===== config.mk =====
export PLATFORM = sky130hd
export DESIGN_NAME = short_run_removal_filter_flat
export DESIGN_NICKNAME = d
export VERILOG_FILES = /design/src/design/srrf_pkg.sv /design/src/design/srrf_intf.sv /design/src/design/short_run_removal_filter.sv /design/src/design/srrf_front.sv /design/src/design/srrf_cmd_fifo.sv /design/src/design/srrf_back.sv /design/src/flat_wrapper.sv
export VERILOG_INCLUDE_DIRS = /design/src /design/src/design
export SDC_FILE = /design/constraint.sdc
export NUM_CORES = 1
export LEC_CHECK = 0
export BUFFER_PORTS_ARGS = -buffer_cell sky130_fd_sc_hd__buf_4
export CORE_ASPECT_RATIO = 1.25
export CORE_MARGIN = 2
export CORE_UTILIZATION = 40
export CTS_CLUSTER_DIAMETER = 120
export DETAILED_ROUTE_END_ITERATION = 6
export GPL_ROUTABILITY_DRIVEN = 0
export PLACE_DENSITY = 0.64
export SKIP_LAST_GASP = 1
export SLEW_MARGIN = 15
export SYNTH_ARGS = -nofsm -noshare
export SYNTH_HDL_FRONTEND = slang
export SYNTH_HIERARCHICAL = 1
export SYNTH_SLANG_ARGS = --single-unit

===== constraint.sdc =====
create_clock -name clk_i -period 4 [get_ports clk_i]
set_clock_uncertainty 0.05 [all_clocks]
set_input_delay 0.2 -clock clk_i [delete_from_list [all_inputs] [get_ports clk_i]]
set_output_delay 0.2 -clock clk_i [all_outputs]
set_load 0.02 [all_outputs]

===== src/design/short_run_removal_filter_defines.svh =====
// ----------------------------------------------------------------------------
// Short run removal filter: assertion macros
// Concurrent assertion helpers clocked on clk_i and disabled during reset.
// ----------------------------------------------------------------------------
`ifndef SHORT_RUN_REMOVAL_FILTER_DEFINES_SVH
`define SHORT_RUN_REMOVAL_FILTER_DEFINES_SVH

`ifndef NO_ASSERTIONS
// Property must hold at every clock edge outside reset
`define SRRF_ASSERT(lbl, prop) \
  lbl: assert property (@(posedge clk_i) disable iff (!rst_ni) prop) \
    else $error("srrf assertion failed");
// Expression must never be true outside reset
`define SRRF_ASSERT_NEVER(lbl, expr) \
  lbl: assert property (@(posedge clk_i) disable iff (!rst_ni) !(expr)) \
    else $error("srrf forbidden condition seen");
`else
`define SRRF_ASSERT(lbl, prop)
`define SRRF_ASSERT_NEVER(lbl, expr)
`endif

`endif


===== src/design/srrf_pkg.sv =====
// ----------------------------------------------------------------------------
// Short run removal filter: package
// Shared widths, register indexes and the types passed between the parts.
// ----------------------------------------------------------------------------
package srrf_pkg;

  localparam int unsigned CfgIdxW  = 2;
  localparam int unsigned CfgDataW = 5;
  localparam int unsigned RunCntW  = 6;

  // Configuration register indexes
  localparam logic [CfgIdxW-1:0] CfgIdxValue   = 2'd0;
  localparam logic [CfgIdxW-1:0] CfgIdxMinRun1 = 2'd1;
  localparam logic [CfgIdxW-1:0] CfgIdxMinRun2 = 2'd2;

  // Configuration as seen by both passes
  typedef struct packed {
    logic                value;
    logic [CfgDataW-1:0] min_run1;
    logic [CfgDataW-1:0] min_run2;
  } cfg_t;

  // Run of first-pass flags: len copies of flag; last marks end of sequence
  typedef struct packed {
    logic               flag;
    logic [RunCntW-1:0] len;
    logic               last;
  } cmd_t;

  // Saturate a minimum run length at the build limit
  function automatic logic [RunCntW-1:0] clamp_min(input logic [CfgDataW-1:0] m,
                                                   input logic [CfgDataW-1:0] max_run);
    return (m > max_run) ? RunCntW'(max_run) : RunCntW'(m);
  endfunction

endpackage


===== src/design/srrf_intf.sv =====
// ----------------------------------------------------------------------------
// Short run removal filter: stream interfaces
// Valid/ready channels for raw flags in and cleaned flags out.
// ----------------------------------------------------------------------------
interface srrf_in_if;
  logic valid;
  logic ready;
  logic flag_in;
  logic last_in;

  modport source (output valid, output flag_in, output last_in, input ready);
  modport sink   (input valid, input flag_in, input last_in, output ready);
endinterface

interface srrf_out_if;
  logic valid;
  logic ready;
  logic flag_out;
  logic last_out;

  modport source (output valid, output flag_out, output last_out, input ready);
  modport sink   (input valid, input flag_out, input last_out, output ready);
endinterface


===== src/design/short_run_removal_filter.sv =====
// ----------------------------------------------------------------------------
// Short run removal filter: top level
// Two cascaded minimum run length passes on a stream of silence flags.
// ----------------------------------------------------------------------------
// The first pass takes one flag per cycle whenever its two-entry command queue
// has room and folds it into a run command; the second pass walks each command
// one flag per cycle while its burst counter is free, and loads released runs into
// an output burst counter that sends one cleaned flag per cycle while the output is
// ready. Throughput is set by the second pass; the first pass keeps taking flags
// while the second still walks earlier commands, until the command queue fills.
// Config writes take effect on the next item; the user must make them only while
// idle, as the block itself does not enforce it.
module short_run_removal_filter #(
  parameter int unsigned MAX_RUN = 31
) (
  input  logic                               clk_i,
  input  logic                               rst_ni,
  srrf_in_if.sink                            in_if,
  srrf_out_if.source                         out_if,
  input  logic                               cfg_we_i,
  input  logic [srrf_pkg::CfgIdxW-1:0]       cfg_idx_i,
  input  logic [srrf_pkg::CfgDataW-1:0]      cfg_data_i
);
  import srrf_pkg::*;

  cfg_t cfg_q;
  logic push, full, pop, empty;
  cmd_t push_cmd, pop_cmd;

  // Configuration registers
  always_ff @(posedge clk_i or negedge rst_ni) begin
    if (!rst_ni) begin
      cfg_q.value    <= 1'b1;
      cfg_q.min_run1 <= '0;
      cfg_q.min_run2 <= '0;
    end else if (cfg_we_i) begin
      unique case (cfg_idx_i)
        CfgIdxValue:   cfg_q.value    <= cfg_data_i[0];
        CfgIdxMinRun1: cfg_q.min_run1 <= cfg_data_i;
        CfgIdxMinRun2: cfg_q.min_run2 <= cfg_data_i;
        default: ;
      endcase
    end
  end

  srrf_front #(
    .MAX_RUN (MAX_RUN)
  ) u_front (
    .clk_i      (clk_i),
    .rst_ni     (rst_ni),
    .cfg_i      (cfg_q),
    .in_valid_i (in_if.valid),
    .in_flag_i  (in_if.flag_in),
    .in_last_i  (in_if.last_in),
    .in_ready_o (in_if.ready),
    .full_i     (full),
    .push_o     (push),
    .cmd_o      (push_cmd)
  );

  srrf_cmd_fifo u_fifo (
    .clk_i   (clk_i),
    .rst_ni  (rst_ni),
    .push_i  (push),
    .cmd_i   (push_cmd),
    .full_o  (full),
    .pop_i   (pop),
    .empty_o (empty),
    .cmd_o   (pop_cmd)
  );

  srrf_back #(
    .MAX_RUN (MAX_RUN)
  ) u_back (
    .clk_i        (clk_i),
    .rst_ni       (rst_ni),
    .cfg_i        (cfg_q),
    .fifo_empty_i (empty),
    .fifo_cmd_i   (pop_cmd),
    .pop_o        (pop),
    .out_valid_o  (out_if.valid),
    .out_ready_i  (out_if.ready),
    .out_flag_o   (out_if.flag_out),
    .out_last_o   (out_if.last_out)
  );

endmodule


===== src/design/srrf_front.sv =====
// ----------------------------------------------------------------------------
// Short run removal filter: first pass
// Accepts one raw flag per cycle while the command queue has room and turns it into at most one run command.
// ----------------------------------------------------------------------------
module srrf_front #(
  parameter int unsigned MAX_RUN = 31
) (
  input  logic           clk_i,
  input  logic           rst_ni,
  input  srrf_pkg::cfg_t cfg_i,
  input  logic           in_valid_i,
  input  logic           in_flag_i,
  input  logic           in_last_i,
  output logic           in_ready_o,
  input  logic           full_i,
  output logic           push_o,
  output srrf_pkg::cmd_t cmd_o
);
  import srrf_pkg::*;

  localparam logic [CfgDataW-1:0] MaxRunC = CfgDataW'(MAX_RUN);

  logic [RunCntW-1:0] cnt_q, cnt_d, cnt_inc, min_run;
  logic               com_q, com_d;
  logic               fire;

  assign in_ready_o = !full_i;
  assign fire       = in_valid_i && !full_i;
  assign min_run    = clamp_min(cfg_i.min_run1, MaxRunC);
  assign cnt_inc    = cnt_q + RunCntW'(1);

  // Classify the item against the held run
  always_comb begin
    cnt_d      = cnt_q;
    com_d      = com_q;
    push_o     = 1'b0;
    cmd_o.flag = in_flag_i;
    cmd_o.len  = cnt_inc;
    cmd_o.last = in_last_i;
    if (fire) begin
      if (in_flag_i == cfg_i.value) begin
        if (com_q) begin
          // committed run passes straight through
          push_o    = 1'b1;
          cmd_o.len = RunCntW'(1);
          com_d     = !in_last_i;
        end else if (cnt_inc >= min_run) begin
          // run just got long enough: release it unchanged
          push_o = 1'b1;
          cnt_d  = '0;
          com_d  = !in_last_i;
        end else if (in_last_i) begin
          // short run cut by end of sequence: release flipped
          push_o     = 1'b1;
          cmd_o.flag = !cfg_i.value;
          cnt_d      = '0;
          com_d      = 1'b0;
        end else begin
          cnt_d = cnt_inc;
        end
      end else begin
        // held short run flips to this flag's value, then the flag itself
        push_o = 1'b1;
        cnt_d  = '0;
        com_d  = 1'b0;
      end
    end
  end

  always_ff @(posedge clk_i or negedge rst_ni) begin
    if (!rst_ni) begin
      cnt_q <= '0;
      com_q <= 1'b0;
    end else begin
      cnt_q <= cnt_d;
      com_q <= com_d;
    end
  end

endmodule


===== src/design/srrf_cmd_fifo.sv =====
// ----------------------------------------------------------------------------
// Short run removal filter: command queue
// Two-entry queue of run commands between the first and second pass.
// ----------------------------------------------------------------------------
module srrf_cmd_fifo (
  input  logic           clk_i,
  input  logic           rst_ni,
  input  logic           push_i,
  input  srrf_pkg::cmd_t cmd_i,
  output logic           full_o,
  input  logic           pop_i,
  output logic           empty_o,
  output srrf_pkg::cmd_t cmd_o
);
  import srrf_pkg::*;

  localparam int unsigned Depth = 2;
  localparam int unsigned PtrW  = $clog2(Depth);
  localparam int unsigned CntW  = $clog2(Depth + 1);

  cmd_t            mem_q [Depth];
  logic [PtrW-1:0] wr_ptr_q, rd_ptr_q;
  logic [CntW-1:0] cnt_q;
  logic            do_push, do_pop;

  assign full_o  = (cnt_q == CntW'(Depth));
  assign empty_o = (cnt_q == '0);
  assign do_push = push_i && !full_o;
  assign do_pop  = pop_i && !empty_o;
  assign cmd_o   = mem_q[rd_ptr_q];

  // Storage
  always_ff @(posedge clk_i) begin
    if (do_push) begin
      mem_q[wr_ptr_q] <= cmd_i;
    end
  end

  // Pointers and fill level
  always_ff @(posedge clk_i or negedge rst_ni) begin
    if (!rst_ni) begin
      wr_ptr_q <= '0;
      rd_ptr_q <= '0;
      cnt_q    <= '0;
    end else begin
      if (do_push) begin
        wr_ptr_q <= wr_ptr_q + PtrW'(1);
      end
      if (do_pop) begin
        rd_ptr_q <= rd_ptr_q + PtrW'(1);
      end
      if (do_push && !do_pop) begin
        cnt_q <= cnt_q + CntW'(1);
      end else if (do_pop && !do_push) begin
        cnt_q <= cnt_q - CntW'(1);
      end
    end
  end

endmodule


===== src/design/srrf_back.sv =====
// ----------------------------------------------------------------------------
// Short run removal filter: second pass and output
// Walks run commands one flag per cycle while the burst emitter is free, and emits released bursts.
// ----------------------------------------------------------------------------
`include "short_run_removal_filter_defines.svh"

module srrf_back #(
  parameter int unsigned MAX_RUN = 31
) (
  input  logic           clk_i,
  input  logic           rst_ni,
  input  srrf_pkg::cfg_t cfg_i,
  input  logic           fifo_empty_i,
  input  srrf_pkg::cmd_t fifo_cmd_i,
  output logic           pop_o,
  output logic           out_valid_o,
  input  logic           out_ready_i,
  output logic           out_flag_o,
  output logic           out_last_o
);
  import srrf_pkg::*;

  localparam logic [CfgDataW-1:0] MaxRunC = CfgDataW'(MAX_RUN);

  // current command
  cmd_t               cmd_q, cmd_d;
  logic               cmd_act_q, cmd_act_d;
  // second-pass run state
  logic [RunCntW-1:0] cnt_q, cnt_d, cnt_inc, min_run;
  logic               com_q, com_d;
  // burst emitter
  logic               em_flag_q, em_flag_d, em_last_q, em_last_d;
  logic [RunCntW-1:0] em_rem_q, em_rem_d;
  logic               em_act_q, em_act_d;

  logic               v2, em_free, step, final_flag, last_of_cmd, out_fire;
  logic               burst, b_flag;
  logic [RunCntW-1:0] b_len;

  assign v2          = !cfg_i.value;
  assign min_run     = clamp_min(cfg_i.min_run2, MaxRunC);
  assign cnt_inc     = cnt_q + RunCntW'(1);
  assign out_fire    = em_act_q && out_ready_i;
  assign em_free     = !em_act_q || (out_ready_i && em_rem_q == RunCntW'(1));
  assign step        = cmd_act_q && em_free;
  assign last_of_cmd = (cmd_q.len == RunCntW'(1));
  assign final_flag  = cmd_q.last && last_of_cmd;
  assign pop_o       = !fifo_empty_i && (!cmd_act_q || (step && last_of_cmd));

  assign out_valid_o = em_act_q;
  assign out_flag_o  = em_flag_q;
  assign out_last_o  = em_last_q && (em_rem_q == RunCntW'(1));

  // Second pass on one flag of the current command
  always_comb begin
    cnt_d  = cnt_q;
    com_d  = com_q;
    burst  = 1'b0;
    b_flag = cmd_q.flag;
    b_len  = cnt_inc;
    if (step) begin
      if (cmd_q.flag == v2) begin
        if (com_q) begin
          burst = 1'b1;
          b_len = RunCntW'(1);
        end else if (cnt_inc >= min_run) begin
          burst = 1'b1;
          cnt_d = '0;
          com_d = 1'b1;
        end else if (final_flag) begin
          // short run cut by end of sequence: release flipped
          burst  = 1'b1;
          b_flag = !v2;
          cnt_d  = '0;
        end else begin
          cnt_d = cnt_inc;
        end
      end else begin
        // held short run flips to this flag's value, then the flag itself
        burst = 1'b1;
        cnt_d = '0;
        com_d = 1'b0;
      end
      if (final_flag) begin
        cnt_d = '0;
        com_d = 1'b0;
      end
    end
  end

  // Command register and emitter next state
  always_comb begin
    cmd_d     = cmd_q;
    cmd_act_d = cmd_act_q;
    if (pop_o) begin
      cmd_d     = fifo_cmd_i;
      cmd_act_d = 1'b1;
    end else if (step) begin
      cmd_d.len = cmd_q.len - RunCntW'(1);
      if (last_of_cmd) begin
        cmd_act_d = 1'b0;
      end
    end

    em_flag_d = em_flag_q;
    em_last_d = em_last_q;
    em_rem_d  = em_rem_q;
    em_act_d  = em_act_q;
    if (step && burst) begin
      em_flag_d = b_flag;
      em_last_d = final_flag;
      em_rem_d  = b_len;
      em_act_d  = 1'b1;
    end else if (out_fire) begin
      em_rem_d = em_rem_q - RunCntW'(1);
      if (em_rem_q == RunCntW'(1)) begin
        em_act_d = 1'b0;
      end
    end
  end

  // Control state
  always_ff @(posedge clk_i or negedge rst_ni) begin
    if (!rst_ni) begin
      cmd_act_q <= 1'b0;
      cnt_q     <= '0;
      com_q     <= 1'b0;
      em_act_q  <= 1'b0;
      em_rem_q  <= '0;
    end else begin
      cmd_act_q <= cmd_act_d;
      cnt_q     <= cnt_d;
      com_q     <= com_d;
      em_act_q  <= em_act_d;
      em_rem_q  <= em_rem_d;
    end
  end

  // Payload
  always_ff @(posedge clk_i) begin
    cmd_q     <= cmd_d;
    em_flag_q <= em_flag_d;
    em_last_q <= em_last_d;
  end

  `SRRF_ASSERT(a_em_rem_nonzero, em_act_q |-> (em_rem_q != '0))
  `SRRF_ASSERT(a_final_clears, (step && final_flag) |=> (cnt_q == '0 && !com_q && em_act_q && em_last_q))
  `SRRF_ASSERT_NEVER(a_commit_with_count, com_q && (cnt_q != '0))
  `SRRF_ASSERT_NEVER(a_cmd_len_zero, cmd_act_q && (cmd_q.len == '0))

endmodule


===== src/flat_wrapper.sv =====
// flat-port wrapper written by rule: the top's interface ports become plain ports
module short_run_removal_filter_flat import srrf_pkg::*;
#(
  parameter int unsigned MAX_RUN = 31
)
  (clk_i, rst_ni, cfg_we_i, cfg_idx_i, cfg_data_i, in_if_valid, in_if_flag_in, in_if_last_in, in_if_ready, out_if_valid, out_if_flag_out, out_if_last_out, out_if_ready);
  srrf_in_if in_if_i ();
  srrf_out_if out_if_i ();
  input  logic clk_i;
  input  logic rst_ni;
  input  logic cfg_we_i;
  input  logic [srrf_pkg::CfgIdxW-1:0] cfg_idx_i;
  input  logic [srrf_pkg::CfgDataW-1:0] cfg_data_i;
  input wire logic [$bits(in_if_i.valid)-1:0] in_if_valid;
  input wire logic [$bits(in_if_i.flag_in)-1:0] in_if_flag_in;
  input wire logic [$bits(in_if_i.last_in)-1:0] in_if_last_in;
  output wire logic [$bits(in_if_i.ready)-1:0] in_if_ready;
  output wire logic [$bits(out_if_i.valid)-1:0] out_if_valid;
  output wire logic [$bits(out_if_i.flag_out)-1:0] out_if_flag_out;
  output wire logic [$bits(out_if_i.last_out)-1:0] out_if_last_out;
  input wire logic [$bits(out_if_i.ready)-1:0] out_if_ready;
  assign in_if_i.valid = in_if_valid;
  assign in_if_i.flag_in = in_if_flag_in;
  assign in_if_i.last_in = in_if_last_in;
  assign in_if_ready = in_if_i.ready;
  assign out_if_valid = out_if_i.valid;
  assign out_if_flag_out = out_if_i.flag_out;
  assign out_if_last_out = out_if_i.last_out;
  assign out_if_i.ready = out_if_ready;
  short_run_removal_filter #(.MAX_RUN(MAX_RUN)) u_core (.clk_i(clk_i), .rst_ni(rst_ni), .in_if(in_if_i), .out_if(out_if_i), .cfg_we_i(cfg_we_i), .cfg_idx_i(cfg_idx_i), .cfg_data_i(cfg_data_i));
endmodule

* After elaboration in Yosys (flattened, before gate mapping)
Memories as Yosys holds them, arrays and structs flattened.
Index checks and enable logic that the tools add are counted.
** Operators by class
- Eq/ne operators :: 9
- $add $sub $neg :: 8
- Magnitude comparators :: 4
- Multiplexer cells :: 55
- Reductions and logical operators :: 37
** Operator list (number)
- 6-bit two-way mux :: 16
- 1-bit two-way mux :: 33
- 7-bit two-way mux :: 2
- 2-bit AND reduction :: 7
- 1-bit logical AND :: 13
- 6-bit by 1-bit adder with 6-bit output (second input constant) :: 2
- 6-bit by 1-bit equality test with 1-bit output (second input constant) :: 2
- 6-bit by 5-bit greater-or-equal comparator with 1-bit output :: 2
- 6-bit by 1-bit subtractor with 6-bit output (second input constant) :: 2
- 5-bit > comparator (second input constant) :: 2
- 5-bit two-way mux :: 2
- 2-bit nonzero test :: 5
- 1-bit zero test :: 8
- 2-bit equality test (second input constant) :: 2
- 2-bit zero test :: 2
- 2-bit two-way mux :: 2
- 3-bit inequality test (second input constant) :: 1
- 1-bit adder (second input constant) :: 2
- 2-bit by 1-bit adder with 2-bit output (second input constant) :: 1
- 1-bit equality test :: 2
- 2-bit by 1-bit equality test with 1-bit output (second input constant) :: 1
- 1-bit logical OR :: 2
- 2-bit inequality test (second input constant) :: 1
- 2-bit by 1-bit subtractor with 2-bit output (second input constant) :: 1
** Storage, ports and cells
- Output and inout port bits :: 4
- Memories :: 1
- Memory bits (writable) :: 16
- Word-level logic and storage cells :: 132
- Register bits :: 47
** Memories
- u_core.u_fifo.mem_q :: words 2, width 8, read ports 1, clocked after memory_dff 0, wr ports 1, line srrf_cmd_fifo.sv:21 : cmd_t mem_q [Depth];

* Depth between registers and ports, before layout
- Word-level depth :: 12
- Gate-level depth with buffers :: 16
- Depth with buffers taken out :: 15

* By module
The synthesis kept the hierarchy.
** Modules (own cells, without submodules)
- srrf_back :: seq. area each 675.6 sq um, times used 1, cells each 146, area each 1645.3 sq um
- srrf_cmd_fifo :: seq. area each 580.6 sq um, times used 1, cells each 44, area each 782.0 sq um
- srrf_front :: seq. area each 175.2 sq um, times used 1, cells each 71, area each 620.6 sq um
- short_run_removal_filter :: seq. area each 276.5 sq um, times used 1, cells each 25, area each 452.9 sq um

* Worst setup path before layout
No wires, ideal clock.
- Path kind :: flip-flop to flip-flop
- Start :: register u_core.u_front.cnt_q[0]
- End :: register u_core.u_fifo.cnt_q[1]
- Path slack :: 1002 ps
- Cell stages (with the launch flop) :: 13
- Data arrival time :: 2868 ps
- Buffers on the path :: 1
- Data required time :: 3871 ps
- Cells stage by stage :: dfrtp_1 -> ha_1 -> ha_1 -> a2111oi_4 -> nor3_2 -> or4_1 -> buf_2 -> o21a_1 -> nand2_2 -> inv_1 -> ha_1 -> nor2_1 -> xor2_1
** On the way
- Word-level cells in the longest chain between the ends :: 10
** RTL lines
- start: declaration :: line srrf_front.sv:23 : logic [RunCntW-1:0] cnt_q, cnt_d, cnt_inc, min_run;
- start signal: assignment :: line srrf_front.sv:75 : cnt_q <= cnt_d;
- 6-bit by 1-bit adder with 6-bit output (*) :: line srrf_front.sv:30 : assign cnt_inc = cnt_q + RunCntW'(1);
- 6-bit by 5-bit greater-or-equal comparator with 1-bit output (*) :: line srrf_front.sv:47 : end else if (cnt_inc >= min_run) begin
- 1-bit two-way mux (*) :: line srrf_front.sv:47
- 1-bit two-way mux (*) :: line srrf_front.sv:42 : if (com_q) begin
- 1-bit two-way mux (*) :: line srrf_front.sv:41 : if (in_flag_i == cfg_i.value) begin
- 1-bit two-way mux (*) :: line srrf_front.sv:40 : if (fire) begin
- named net u_core.push :: line short_run_removal_filter.sv:27 : logic push, full, pop, empty;
- 1-bit logical AND (*) :: line srrf_cmd_fifo.sv:28 : assign do_push = push_i && !full_o;
- 1-bit zero test :: line srrf_cmd_fifo.sv:54 : end else if (do_pop && !do_push) begin
- 1-bit logical AND :: line srrf_cmd_fifo.sv:54
- 2-bit nonzero test (no source line)
- end signal: assignment :: line srrf_cmd_fifo.sv:53 : cnt_q <= cnt_q + CntW'(1);
- end signal: assignment :: line srrf_cmd_fifo.sv:55 : cnt_q <= cnt_q - CntW'(1);
- end: declaration :: line srrf_cmd_fifo.sv:23 : logic [CntW-1:0] cnt_q;
The timed path passes the listed nets; every way through them passes the cells marked *.
A chain may end at the register's enable or synchronous reset.

* Final worst setup path
Same ends and word-level chain as after synthesis.

==> results.sh <==
export IMPL_outcome="completed"
export IMPL_timing_final_setup_violations=0
export IMPL_synthDistinctLibCells=57
export IMPL_number_of_port_buffers=17
export IMPL_antenna_fix_cells=0
export IMPL_first_global_vias=2272
export IMPL_cts_root_buf="sky130_fd_sc_hd__clkbuf_8"
export IMPL_start_util=0.407
export IMPL_finalCritPeriodShare=0.829
export IMPL_clkTransAtPathRegs_ns=0.07
export IMPL_synth_enable_flop_cells=26
export IMPL_maximum_resistive_drop_on_vdd_mv=0.247
export IMPL_rows=38
export IMPL_pwr_density_cell_nw_per_um2=556
export IMPL_post_route_min_period_ns=3.32
export IMPL_yosys_top_cells_count="sky130_fd_sc_hd__dfrtp_1 (36), sky130_fd_sc_hd__edfxtp_1 (26), sky130_fd_sc_hd__nand2_1 (24)"
export IMPL_htreeDepth=3
export IMPL_io_pins=18
export IMPL_wire_per_inst_um=14.1
export IMPL_clk_latency_ns=0.32
export IMPL_r2r_setup_slack_ns=0.68
export IMPL_drt_iter0_drc=85
export IMPL_grt_max_degree=38
export IMPL_report_final_hold_viol_count=0
export IMPL_nNetsFinal=340
export IMPL_postCtsHoldBufs=1
export IMPL_timing_slew_headroom=0.550
export IMPL_final_layout_size_suffix_gt1_frac=0.232
export IMPL_synth_warn=6
export IMPL_core_sq_um=8610
export IMPL_yosys_top_cells_area="sky130_fd_sc_hd__dfrtp_1 (26%), sky130_fd_sc_hd__edfxtp_1 (22%), sky130_fd_sc_hd__ha_1 (6.1%)"
export IMPL_antenna_found_initial=0
export IMPL_grt_overflow_total=0
export IMPL_synth_most_common_cell="sky130_fd_sc_hd__dfrtp_1"
export IMPL_clock_sink_count=63
export IMPL_setup_worst_path_start_class="register"
export IMPL_die_area_sq_um=9520
export IMPL_timing_worst_setup_path_type="reg -> reg"
export IMPL_fin_total_pwr_mw=2.20
export IMPL_die_width_um=87.7
export IMPL_routed_via_density=4.88
export IMPL_maxCapViolCount=0
export IMPL_syn_instance_count=286
export IMPL_setup_tns_final_ns=0
export IMPL_detailroute_via_count=2117
export IMPL_grt_total_usage=0.147
export IMPL_postSynthAreaPerCell_sq_um=12.2
export IMPL_worst_ep_required_time_ns=4.20
export IMPL_synth_seq_area_share=0.488
export IMPL_final_antenna_net_count=0
export IMPL_drc=0
export IMPL_synth_top_cell_area_share=0.257
export IMPL_timing_critical_path_arrival_ns=3.52
export IMPL_drt_pre_antenna_iters=4
export IMPL_critical_path_endpoint_type="register"
export IMPL_synth_flop_cell="sky130_fd_sc_hd__dfrtp_1"
export IMPL_place_detailed_hpwl_um=4620
export IMPL_cts_root_to_sink_buffers=2
export IMPL_hold_path_class="in -> reg"
export IMPL_layout_filler_cells=793
export IMPL_timing_max_transition_violations_final=0
export IMPL_grt_setup_unrepaired="no"
export IMPL_synth_cell_area_sq_um=3500
export IMPL_max_slew_worst_pin_slew_ns=0.672
export IMPL_synth_seq_cells=63
export IMPL_cts_resized=0
export IMPL_drt_total_wl_um=6110
export IMPL_global_route_wire_length_before_repair_um=10700
export IMPL_max_clock_freq_ghz=0.301
export IMPL_tritoncts_clock_tree="built"
export IMPL_cts_post_setup_buffers_inserted=0
export IMPL_cts_made_buffers=9
export IMPL_leakage_nw=1.78
export IMPL_synth_top_cell_by_area="sky130_fd_sc_hd__dfrtp_1"
export IMPL_synthesis_nets=317
export IMPL_critPathMaxFanout=7
export IMPL_ys_async_sr_fraction=0.587
export IMPL_area_growth_syn_to_layout_pct=12.7
export IMPL_floorplan_die_height_um=109
[sequential cells by signal (all words and copies together) (netlist names)]
| name | flops |
|---|---|
| u_core/u_back/cmd_act_q | 1 |
| u_core/u_back/cmd_q | 8 |
| u_core/u_fifo/cnt_q | 2 |
| u_core/u_back/com_q | 1 |
| u_core/u_fifo/wr_ptr_q | 1 |
| u_core/u_back/out_valid_o | 1 |
| u_core/u_back/em_last_q | 1 |
| u_core/cfg_q | 11 |
| u_core/u_back/out_flag_o | 1 |
| u_core/u_fifo/mem_q | 16 |
| u_core/u_back/cnt_q | 6 |
| u_core/u_back/em_rem_q | 6 |
| u_core/u_front/cnt_q | 6 |
| u_core/u_front/com_q | 1 |
| u_core/u_fifo/rd_ptr_q | 1 |
[worst paths after layout]
| path | endpoint | cells after the start | from |
|---|---|---|---|
| hold reg to reg | u_core/cfg_q[7] | 1 | u_core/cfg_q[7] |
| setup / recovery | u_core/u_fifo/cnt_q[1] | 14 | u_core/u_front/cnt_q[0] |
| max in group asynchronous | u_core/cfg_q[10] | 2 | rst_ni |
| setup reg to reg | u_core/u_fifo/cnt_q[1] | 14 | u_core/u_front/cnt_q[0] |
| hold / removal | u_core/u_fifo/mem_q[0][0] | 1 | in_if_last_in |
| min in group asynchronous | u_core/u_back/em_rem_q[3] | 2 | rst_ni |
[power by group]
group          leakage (nW)  internal (mW)  switching [mW]
clock                0.0917          0.301           0.236
sequential            0.697          0.831           0.130
combinational         0.990          0.336           0.361
[routing by layer]
metal | part of all wire | wire [um] | vias to the layer above | global-route usage
met3 | 0.020 | 120 | 8 | 0.0260
met2 | 0.51 | 3100 | 30 | 0.241
met1 | 0.45 | 2770 | 1019 | 0.187
met5 | 0 | 0 | - | 0
li1 | - | - | 1060 | -
met4 | 0.019 | 115 | 0 | 0.0681
[cell type report]
type / instances / area [sq um] / share of cell area
well taps: 120 / 150 / 0.0380
repair buffers: 18 / 138 / 0.0349
inverters: 25 / 93.8 / 0.0238
clock buffers: 12 / 145 / 0.0368
multi-input cells: 192 / 1670 / 0.422
clock inverters: 4 / 45.0 / 0.0114
flip-flops and latches: 63 / 1710 / 0.433
[placed cells by master (no fill, tap or decap), types with 4 or more instances in the layout]
cell,instances
sky130_fd_sc_hd__mux2_4,6
sky130_fd_sc_hd__a32o_1,4
sky130_fd_sc_hd__nand2_1,24
sky130_fd_sc_hd__ha_1,17
sky130_fd_sc_hd__o21ai_1,4
sky130_fd_sc_hd__nand2b_1,4
sky130_fd_sc_hd__clkbuf_8,10
sky130_fd_sc_hd__nor3_1,4
sky130_fd_sc_hd__nand3_1,7
sky130_fd_sc_hd__o31ai_1,5
sky130_fd_sc_hd__mux2_1,7
sky130_fd_sc_hd__buf_4,17
sky130_fd_sc_hd__dfrtp_1,36
sky130_fd_sc_hd__mux2_2,13
sky130_fd_sc_hd__inv_1,23
sky130_fd_sc_hd__edfxtp_1,26
sky130_fd_sc_hd__mux2i_1,6
sky130_fd_sc_hd__nor2_1,16
sky130_fd_sc_hd__xnor2_1,12
sky130_fd_sc_hd__xor2_1,10
sky130_fd_sc_hd__and3_1,4
[stage by stage]
stage	utilization	cells	hold slack [ns]	worst slack, ns	instance area (sq um)
detailed placement	0.435	417	0.146	0.703	3750
finish	0.459	434	0.0373	0.683	3950
global route	0.459	434	0.0166	0.404	3950
global placement	0.435	417	0.147	0.807	3750
CTS	0.459	434	0.0224	0.670	3950
floorplan	-	286	-0.146	1.00	3500
[kinds of logic (layout without fill, tap and decap cells)]
| group | count (synthesis) | count (layout) | share of synthesized area |
|---|---|---|---|
| xor gates and xnor gates | 24 | 24 | 0.0675 |
| muxes | 32 | 32 | 0.107 |
| and+or+nand+nor | 85 | 85 | 0.148 |
| buffers and inverters | 31 | 59 | 0.0361 |
| DFF | 63 | 63 | 0.488 |
| AOI/OAI and AO/OA | 34 | 34 | 0.0922 |
| adders and majority gates | 17 | 17 | 0.0608 |
[critical path, cell delays in order, from the launching register on]
cell	delay (ns)
sky130_fd_sc_hd__dfrtp_1	0.45
sky130_fd_sc_hd__nand3_1	0.14
sky130_fd_sc_hd__xor2_1	0.25
sky130_fd_sc_hd__inv_1	0.07
sky130_fd_sc_hd__ha_1	0.25
sky130_fd_sc_hd__a2111oi_4	0.34
sky130_fd_sc_hd__nor3_2	0.10
sky130_fd_sc_hd__or4_1	0.58
sky130_fd_sc_hd__o21a_1	0.26
sky130_fd_sc_hd__nand2_2	0.09
sky130_fd_sc_hd__inv_1	0.06
sky130_fd_sc_hd__ha_1	0.18
sky130_fd_sc_hd__xor2_1	0.15
sky130_fd_sc_hd__nor2_1	0.12
sky130_fd_sc_hd__xor2_1	0.15
Note: power is estimated with default switching activity, not from simulation.
